### config.mk
export PLATFORM = sky130hd
export DESIGN_NAME = email_address_syntax_check
export DESIGN_NICKNAME = d
export VERILOG_FILES = /design/src/design/esc_pkg.sv /design/src/design/email_address_syntax_check.sv /design/src/design/esc_char_class.sv /design/src/design/esc_parser.sv
export VERILOG_INCLUDE_DIRS = /design/src /design/src/design
export SDC_FILE = /design/constraint.sdc
export NUM_CORES = 1
export LEC_CHECK = 0
export BUFFER_PORTS_ARGS = -buffer_cell sky130_fd_sc_hd__buf_2
export CAP_MARGIN = 10
export CORE_MARGIN = 5
export CORE_UTILIZATION = 58
export DETAILED_ROUTE_END_ITERATION = 6
export PLACE_DENSITY = 0.87
export REMOVE_ABC_BUFFERS = 1
export SLEW_MARGIN = 40
export SYNTH_ARGS = -nofsm -noshare
export SYNTH_HDL_FRONTEND = slang
export SYNTH_HIERARCHICAL = 1
export SYNTH_SLANG_ARGS = --single-unit
### constraint.sdc
create_clock -name clk -period 4.6 [get_ports clk]
set_clock_uncertainty 0.2 [all_clocks]
set_input_delay 0.46 -clock clk [delete_from_list [all_inputs] [get_ports clk]]
set_output_delay 0.46 -clock clk [all_outputs]
set_load 0.1 [all_outputs]
### src/design/email_address_syntax_check_macros.svh
// ----------------------------------------------------------------------------
// Assertion macros for the address syntax checker
// Concurrent assertion wrappers, compiled out when ASSERT_OFF is defined.
// ----------------------------------------------------------------------------
`ifndef EMAIL_ADDRESS_SYNTAX_CHECK_MACROS_SVH
`define EMAIL_ADDRESS_SYNTAX_CHECK_MACROS_SVH

`ifndef ASSERT_OFF

// Same-cycle implication
`define ESC_ASSERT_NOW(lbl, clk, rst_n, ante, cons, msg) \
    lbl: assert property (@(posedge clk) disable iff (!rst_n) (ante) |-> (cons)) \
        else $error(msg);

// Next-cycle implication
`define ESC_ASSERT_NEXT(lbl, clk, rst_n, ante, cons, msg) \
    lbl: assert property (@(posedge clk) disable iff (!rst_n) (ante) |=> (cons)) \
        else $error(msg);

`else

`define ESC_ASSERT_NOW(lbl, clk, rst_n, ante, cons, msg)
`define ESC_ASSERT_NEXT(lbl, clk, rst_n, ante, cons, msg)

`endif

`endif

### src/design/esc_pkg.sv
// ----------------------------------------------------------------------------
// Address syntax checker package
// Shared widths, phase codes, register indexes and character class type.
// ----------------------------------------------------------------------------
`default_nettype none

package esc_pkg;

    localparam int CHAR_W = 8;
    localparam int LEN_W  = 7;
    localparam int PHASE_W = 2;

    // Parse phase codes
    localparam logic [PHASE_W-1:0] PHASE_LOCAL  = 2'd0;
    localparam logic [PHASE_W-1:0] PHASE_DOMAIN = 2'd1;
    localparam logic [PHASE_W-1:0] PHASE_BAD    = 2'd2;

    // Configuration register indexes
    localparam logic CFG_LOCAL_MAX  = 1'b0;
    localparam logic CFG_DOMAIN_MAX = 1'b1;

    // Reset values of the length limits
    localparam logic [LEN_W-1:0] LOCAL_MAX_RST  = 7'd64;
    localparam logic [LEN_W-1:0] DOMAIN_MAX_RST = 7'd63;

    // Character codes
    localparam logic [CHAR_W-1:0] CHAR_AT  = 8'h40;
    localparam logic [CHAR_W-1:0] CHAR_DOT = 8'h2E;

    // Classification of one byte
    typedef struct packed {
        logic is_at;      // '@'
        logic is_dot;     // '.'
        logic domain_ok;  // letter, digit, '-' or '.'
        logic local_ok;   // domain set plus local specials
    } char_class_t;

endpackage

`default_nettype wire

### src/design/email_address_syntax_check.sv
// ----------------------------------------------------------------------------
// Email address syntax checker
// Streams an address one byte per request and answers once per address.
// ----------------------------------------------------------------------------
// Takes one address byte per clock on the slave stream; tlast marks the final
// byte. Only the final byte produces an output request, whose bit 0 is 1 when
// the address has exactly one '@', a non-empty local part and domain, only
// allowed characters, no leading, trailing or doubled dot in either part, and
// part lengths within the local and domain length limits. Throughput is one
// byte per clock while input is not stalled. The last byte of an address waits
// in the input register, and the parse logic loads its verdict into the output
// register when that byte advances. The output register stalls input only
// while a finished verdict is held and a further last byte waits behind it.
// Write the limits only between addresses.
`default_nettype none

module email_address_syntax_check (
    input  wire logic                      clk,
    input  wire logic                      rst_n,
    // Configuration
    input  wire logic                      cfg_we,
    input  wire logic                      cfg_index,
    input  wire logic [esc_pkg::LEN_W-1:0] cfg_wdata,
    // Slave stream
    input  wire logic                      s_axis_tvalid,
    output logic                           s_axis_tready,
    input  wire logic [7:0]                s_axis_tdata,   // [7:0] char_code
    input  wire logic                      s_axis_tlast,   // end_of_address
    // Master stream
    output logic                           m_axis_tvalid,
    input  wire logic                      m_axis_tready,
    output logic [7:0]                     m_axis_tdata    // [0] address_ok, [7:1] zero
);

    logic [esc_pkg::LEN_W-1:0]  local_max_reg, domain_max_reg;
    logic                       in_valid_reg, in_valid_next;
    logic [esc_pkg::CHAR_W-1:0] in_char_reg;
    logic                       in_last_reg;
    logic                       out_valid_reg, out_valid_next;
    logic                       out_ok_reg;
    logic                       advance;
    logic                       load;
    logic                       verdict;
    esc_pkg::char_class_t       char_class;

    // Configuration registers
    always_ff @(posedge clk or negedge rst_n)
    begin
        if (!rst_n)
        begin
            local_max_reg  <= esc_pkg::LOCAL_MAX_RST;
            domain_max_reg <= esc_pkg::DOMAIN_MAX_RST;
        end
        else if (cfg_we)
        begin
            case (cfg_index)
                esc_pkg::CFG_LOCAL_MAX:  local_max_reg  <= cfg_wdata;
                esc_pkg::CFG_DOMAIN_MAX: domain_max_reg <= cfg_wdata;
                default:                 ;
            endcase
        end
    end

    // Handshake: a byte moves on unless it needs the busy output register
    assign advance       = in_valid_reg && (!in_last_reg || !out_valid_reg || m_axis_tready);
    assign s_axis_tready = !in_valid_reg || advance;
    assign load          = s_axis_tvalid && s_axis_tready;

    always_comb
    begin
        in_valid_next = in_valid_reg;
        if (load)
            in_valid_next = 1'b1;
        else if (advance)
            in_valid_next = 1'b0;
    end

    always_comb
    begin
        out_valid_next = out_valid_reg;
        if (advance && in_last_reg)
            out_valid_next = 1'b1;
        else if (m_axis_tready)
            out_valid_next = 1'b0;
    end

    // Input register
    always_ff @(posedge clk or negedge rst_n)
    begin
        if (!rst_n)
            in_valid_reg <= 1'b0;
        else
            in_valid_reg <= in_valid_next;
    end

    always_ff @(posedge clk)
    begin
        if (load)
        begin
            in_char_reg <= s_axis_tdata;
            in_last_reg <= s_axis_tlast;
        end
    end

    esc_char_class u_char_class (
        .char_code  (in_char_reg),
        .char_class (char_class)
    );

    esc_parser u_parser (
        .clk        (clk),
        .rst_n      (rst_n),
        .take       (advance),
        .last       (in_last_reg),
        .char_class (char_class),
        .local_max  (local_max_reg),
        .domain_max (domain_max_reg),
        .address_ok (verdict)
    );

    // Output register
    always_ff @(posedge clk or negedge rst_n)
    begin
        if (!rst_n)
            out_valid_reg <= 1'b0;
        else
            out_valid_reg <= out_valid_next;
    end

    always_ff @(posedge clk)
    begin
        if (advance && in_last_reg)
            out_ok_reg <= verdict;
    end

    assign m_axis_tvalid = out_valid_reg;
    assign m_axis_tdata  = {7'd0, out_ok_reg};

endmodule

`default_nettype wire

### src/design/esc_char_class.sv
// ----------------------------------------------------------------------------
// Character classifier
// Sorts one byte into the sets allowed in the local part and the domain.
// ----------------------------------------------------------------------------
`default_nettype none

module esc_char_class (
    input  wire logic [esc_pkg::CHAR_W-1:0] char_code,
    output esc_pkg::char_class_t            char_class
);

    logic is_alnum;
    logic is_special;

    // Letters, digits, '-' and '.'
    always_comb
    begin
        is_alnum = ((char_code >= 8'h41) && (char_code <= 8'h5A)) ||
                   ((char_code >= 8'h61) && (char_code <= 8'h7A)) ||
                   ((char_code >= 8'h30) && (char_code <= 8'h39)) ||
                   (char_code == 8'h2D) || (char_code == esc_pkg::CHAR_DOT);
    end

    // Specials allowed only before the at sign
    always_comb
    begin
        case (char_code)
            8'h21, 8'h23, 8'h24, 8'h25, 8'h26, 8'h27,
            8'h2A, 8'h2B, 8'h2F, 8'h3D, 8'h3F, 8'h5E,
            8'h5F, 8'h60, 8'h7B, 8'h7C, 8'h7D, 8'h7E: is_special = 1'b1;
            default:                                  is_special = 1'b0;
        endcase
    end

    always_comb
    begin
        char_class.is_at     = (char_code == esc_pkg::CHAR_AT);
        char_class.is_dot    = (char_code == esc_pkg::CHAR_DOT);
        char_class.domain_ok = is_alnum;
        char_class.local_ok  = is_alnum || is_special;
    end

endmodule

`default_nettype wire

### src/design/esc_parser.sv
// ----------------------------------------------------------------------------
// Address parser
// Running phase, part length and dot state; verdict on the last byte.
// ----------------------------------------------------------------------------
`default_nettype none

`include "email_address_syntax_check_macros.svh"

module esc_parser (
    input  wire logic                      clk,
    input  wire logic                      rst_n,
    input  wire logic                      take,
    input  wire logic                      last,
    input  wire esc_pkg::char_class_t      char_class,
    input  wire logic [esc_pkg::LEN_W-1:0] local_max,
    input  wire logic [esc_pkg::LEN_W-1:0] domain_max,
    output logic                           address_ok
);

    logic [esc_pkg::PHASE_W-1:0] phase_reg, phase_next;
    logic [esc_pkg::LEN_W-1:0]   length_reg, length_next;
    logic                        dot_reg, dot_next;

    logic [esc_pkg::PHASE_W-1:0] step_phase;
    logic [esc_pkg::LEN_W-1:0]   step_length;
    logic                        step_dot;
    logic                        in_local;
    logic                        active;
    logic                        allowed;
    logic [esc_pkg::LEN_W-1:0]   limit;
    logic [esc_pkg::LEN_W:0]     length_inc;

    assign in_local   = (phase_reg == esc_pkg::PHASE_LOCAL);
    assign active     = in_local || (phase_reg == esc_pkg::PHASE_DOMAIN);
    assign allowed    = in_local ? char_class.local_ok : char_class.domain_ok;
    assign limit      = in_local ? local_max : domain_max;
    assign length_inc = {1'b0, length_reg} + {{esc_pkg::LEN_W{1'b0}}, 1'b1};

    // State after one byte
    always_comb
    begin
        step_phase  = phase_reg;
        step_length = length_reg;
        step_dot    = dot_reg;
        if (active)
        begin
            if (char_class.is_at)
            begin
                if (in_local && (length_reg != '0) && !dot_reg)
                begin
                    step_phase  = esc_pkg::PHASE_DOMAIN;
                    step_length = '0;
                    step_dot    = 1'b0;
                end
                else
                begin
                    step_phase = esc_pkg::PHASE_BAD;
                end
            end
            else if (!allowed)
            begin
                step_phase = esc_pkg::PHASE_BAD;
            end
            else if (char_class.is_dot && ((length_reg == '0) || dot_reg))
            begin
                step_phase = esc_pkg::PHASE_BAD;
            end
            else
            begin
                step_dot = char_class.is_dot;
                if (length_inc > {1'b0, limit})
                    step_phase = esc_pkg::PHASE_BAD;
                else
                    step_length = length_inc[esc_pkg::LEN_W-1:0];
            end
        end
    end

    // Verdict on the state that the last byte leaves
    assign address_ok = (step_phase == esc_pkg::PHASE_DOMAIN) &&
                        (step_length != '0) && !step_dot;

    // Clear for the next address after the last byte
    always_comb
    begin
        phase_next  = phase_reg;
        length_next = length_reg;
        dot_next    = dot_reg;
        if (take)
        begin
            if (last)
            begin
                phase_next  = esc_pkg::PHASE_LOCAL;
                length_next = '0;
                dot_next    = 1'b0;
            end
            else
            begin
                phase_next  = step_phase;
                length_next = step_length;
                dot_next    = step_dot;
            end
        end
    end

    always_ff @(posedge clk or negedge rst_n)
    begin
        if (!rst_n)
        begin
            phase_reg  <= esc_pkg::PHASE_LOCAL;
            length_reg <= '0;
            dot_reg    <= 1'b0;
        end
        else
        begin
            phase_reg  <= phase_next;
            length_reg <= length_next;
            dot_reg    <= dot_next;
        end
    end

    // Checks
    `ESC_ASSERT_NEXT(a_clear_after_last, clk, rst_n, take && last,
        (phase_reg == esc_pkg::PHASE_LOCAL) && (length_reg == '0) && !dot_reg,
        "parser state not cleared after last byte")
    `ESC_ASSERT_NEXT(a_bad_sticks, clk, rst_n,
        !active && !(take && last), !active,
        "rejected address left the rejected phase")
    `ESC_ASSERT_NOW(a_dot_has_length, clk, rst_n, dot_reg, length_reg != '0,
        "dot recorded in an empty part")

endmodule

`default_nettype wire

# Word-level counts from Yosys, hierarchy flattened
# Cells that the tools add are included.
# word_totals
word_cells	104
input_bits	22
regBits	36
# op_classes
bitwise_logic	1
n_addsub	1
n_reduce_logical	35
order_cmp	7
muxes	27
n_eq_ne	23
# ops
cell	count
8-bit by 6-bit equality test with 1-bit output (second input constant)	13
8-bit by 7-bit equality test with 1-bit output (second input constant)	8
7-bit 2-to-1 mux	8
18-bit OR reduction	1
8-bit by 7-bit greater-or-equal comparator with 1-bit output (second input constant)	2
8-bit by 7-bit less-or-equal comparator with 1-bit output (second input constant)	2
2-bit 2-to-1 mux	7
7-bit nonzero test	2
1-bit 2-to-1 mux	12
1-bit logical AND	11
1-bit logical OR	10
7-bit by 1-bit adder with 8-bit output (second input constant)	1
8-bit by 6-bit greater-or-equal comparator with 1-bit output (second input constant)	1
8-bit by 7-bit greater-than comparator with 1-bit output	1
8-bit by 6-bit less-or-equal comparator with 1-bit output (second input constant)	1
7-bit logical NOT	1
1-bit logical NOT	5
2-bit by 1-bit equality test with 1-bit output (second input constant)	2
2-bit AND reduction	2
2-bit nonzero test	2
2-bit logical NOT	1
1-bit NOT	1

# Depth between registers and ports, before layout
# depth
word_depth	14
depth_mapped	15
depth_no_buf	13

# Cells and area by module
# Netlist, hierarchy kept.
# by_module_without_submodules
mod	area_each_um2	n_inst	cells_per_inst
esc_parser	1134.8	1	132
email_address_syntax_check	1037.2	1	60
esc_char_class	300.3	1	40

# Least setup slack after synthesis
# OpenSTA, ideal clock, no wires.
# synth_path
kind	reg2reg
startpoint	reg u_parser/length_reg[0] in the netlist's numbering
endpoint	reg out_ok_reg (data pin)
path_slack_ps	1253
period_less_slack_ps	3347
path_stages_with_launch	15
t_arrival_ps	2882
required_time_ps	4135
path_buffers	1
cell_sequence	dfrtp_1 > ha_1 > and3_1 > clkbuf_1 > nand3_1 > xnor2_1 > ha_1 > nand3_1 > a2bb2oi_1 > a21oi_2 > nand4b_2 > o211a_1 > a211oi_1 > and3_1 > a311oi_1
# synth_between
elab_chain_cells	10
# synth_lines
item	line_no	text
start: declaration	esc_parser.sv:21	logic [esc_pkg::LEN_W-1:0] length_reg, length_next;
start signal: assignment	esc_parser.sv:117	length_reg <= length_next;
7-bit by 1-bit adder with 8-bit output or 7-bit logical NOT (tied branches)	esc_parser.sv:37, esc_parser.sv:64	
8-bit by 7-bit greater-than comparator with 1-bit output or 1-bit logical OR (tied branches)	esc_parser.sv:71, esc_parser.sv:64	
7-bit 2-to-1 mux, or another cell as far along	esc_parser.sv:71	if (length_inc > {1'b0, limit})
7-bit 2-to-1 mux or 2-bit 2-to-1 mux (tied branches)	esc_parser.sv:64	else if (char_class.is_dot && ((length_reg == '0) || dot_reg))
7-bit 2-to-1 mux or 2-bit 2-to-1 mux (tied branches)	esc_parser.sv:60	else if (!allowed)
7-bit 2-to-1 mux or 2-bit 2-to-1 mux (tied branches)	esc_parser.sv:47	if (char_class.is_at)
7-bit 2-to-1 mux or 2-bit 2-to-1 mux (tied branches)	esc_parser.sv:45	if (active)
7-bit nonzero test or 2-bit by 1-bit equality test with 1-bit output (tied branches)	esc_parser.sv:81, esc_parser.sv:80	
1-bit logical AND	esc_parser.sv:80	assign address_ok = (step_phase == esc_pkg::PHASE_DOMAIN) &&
1-bit logical AND *	esc_parser.sv:81	(step_length != '0) && !step_dot;
via verdict	email_address_syntax_check.sv:43	logic verdict;
end signal: assignment	email_address_syntax_check.sv:133	out_ok_reg <= verdict;
end: declaration	email_address_syntax_check.sv:40	logic out_ok_reg;
# The timed path passes the listed nets; every way through them passes the cells marked *.
# A chain may end at the register's enable or synchronous reset.

# Worst setup path in the final report
# Same ends and word-level chain as after synthesis.

==> results.cfg <==
[cells_and_area]
final_nets = 280
final_area_um2 = 2600
syn2layout_area_growth_pct = 5.31
final_cell_mix = 24 x buf_2, 19 x dfrtp_1, 12 x nor2_1, 11 x nand2_1, 11 x a21oi_1
n_antenna_cell = 0
drive_gt1_frac = 0.268
largest_reg_flops = 8
layout_commonest_cell = buf_2
utilization = 0.642

[setup_path]
cp_num_buf_inv = 0
path_cells = ha_1, and3_1, nand3_1, xnor2_1, ha_1, a21oi_1, a2bb2oi_1, a21oi_2, nand4b_2, o211a_1, a211oi_1, and3_1, a311oi_1
cp_data_required_time_ns = 4.44
worst-setup-path-type = flip-flop to flip-flop
cpLargestDelayFamily = compound AO/OA/AOI/OAI gates
critical_path_arrival_ns = 3.68
end_kind = flip-flop
start_kind = flip-flop
max_stage_delay_ns = 0.45
crit_fanout = 7
cp_slowest_cell = dfrtp_1

[clock_network]
cts_buffers = 5
root_buffer = clkbuf_8
clockBufferDepth = 2
cts_resized = 0
cts_tree = built
worst_setup_hold_path_clk_slew_ns = 0.07
clkSinkCount = 36
clk_latency_ns = 0.29
htreeDepth = 2

[global_routing]
antenna_found_initial = 0
grt_max_degree = 27
grt.total_usage = 0.209
grt_first_pass_wirelength_um = 8980
grt_pass1_vias = 1811
grt_overflow = 0

[place]
gp_congestion = 0.971
place_area_um2 = 2510
hpwlAfterDp_um = 3770
port_buffers = 24

[drt]
ant_nets = 0
drc = 0
wl_um = 5340
drtIter0Drc = 122
routed_via_density = 6.29
firstDrtPassIters = 5
vias = 1887
wire_per_inst_um = 17.8

[floorplanning]
io_pins = 32
die_area_um2 = 5670
die_y_um = 75.3
core_um2 = 4060
start_util = 0.609
rows = 23
die_w_um = 75.3

[yosys]
async_flop_share = 0.722
synth_top_cell_by_area = dfrtp_1
synth-seq-area-share = 0.388
netlist_area_um2 = 2470
synth-seq-cells = 36
ys.flop_type = dfrtp_1
synth_cells = 232
yosys-top-cells-area = dfrtp_1 19%, edfxtp_1 12%, dfstp_2 7.4%
yosysWarnings = 6
synth_top_area_share = 0.192
synth_edf_count = 10
syn_avg_cell_area_um2 = 10.7
synth.distinct_cells = 72

[status]
status = complete, no violations

[sta]
fin_crit_ns = 3.84
period_share = 0.835
rsz0062_at_grt = false
worst_pin_slew_ns = 0.628
fmax_mhz = 260
maxSlewHeadroom = 0.570
fin_tns_setup_ns = 0
hold_violations = 0
setup_viol = 0
slew_viol_final = 0

[power]
ir_drop_uv = 210
p_leak_nw = 1.10
pwr_density_cell_nw_per_um2 = 319
total_power_mw = 0.830

[worst_hold_path]
min_path_type = primary input to flip-flop

[job]
max_cap_violations = 0
synth_stat cells, drive strengths merged (8+ instances only):
| master | instances |
|---|---|
| nand2 | 12 |
| nand3 | 10 |
| a21oi | 13 |
| o21ai | 9 |
| edfxtp | 10 |
| dfrtp | 19 |
| mux2i | 8 |
| nor2 | 12 |
| ha | 9 |
| buf | 19 |
| mux2 | 16 |
stage by stage:
step	setup slack, ns	hold WS [ns]	instances
after floorplan	1.07	-0.0356	216
after detailed placement	0.941	0.292	291
after global placement	1.01	0.282	291
final	0.758	0.142	300
after CTS	0.816	0.134	300
after global routing	0.538	0.129	300
worst paths after layout:
path | depth (start not counted) | start | end | slack (ns)
worst max register to register | 13 | u_parser/length_reg[0] | out_ok_reg | 0.76
worst min register to register | 1 | local_max_reg[1] | local_max_reg[1] | 0.32
min in group asynchronous | 2 | rst_n | local_max_reg[3] | 0.51
worst min-delay path | 1 | s_axis_tdata[5] | in_char_reg[5] | 0.14
worst max-delay path | 13 | u_parser/length_reg[0] | out_ok_reg | 0.76
max in group asynchronous | 2 | rst_n | local_max_reg[2] | 3.30
metal layers:
metal,share of wire,track usage,routed length (um),vias up
met5,0,0,0,-
met4,0.021,0.0854,110,0
met3,0.049,0.0330,261,13
met2,0.52,0.350,2780,56
met1,0.41,0.271,2180,937
li1,-,-,-,881
final cells by class:
| cell class | instances | area, um^2 |
|---|---|---|
| Clock inverter | 1 | 3.75 |
| Tap cell | 50 | 62.6 |
| Timing Repair Buffer | 26 | 138 |
| Multi-Input combinational cell | 173 | 1340 |
| Fill cell | 339 | 1450 |
| Sequential cell | 36 | 960 |
| Clock buffer | 7 | 76.3 |
| Inverter | 7 | 26.3 |
timing repair:
item	in CTS	in global routing
setup buffers	0	0
endpoints found under the hold margin	19	0
hold buffers	1	0
power breakdown:
group | internal (mW) | switching [mW]
Clock | 0.105 | 0.107
Sequential | 0.366 | 0.0311
Combinational | 0.0905 | 0.131
cells by family after synthesis:
logic type,after synthesis,share of synthesized area
flops,36,0.388
other cells,1,0.00152
mux,24,0.116
simple gates,68,0.173
fa+ha+maj,9,0.0455
compound gates,59,0.175
buf+inv,29,0.0800
xor+xnor,6,0.0213
Note: power is estimated with default switching activity, not from simulation.
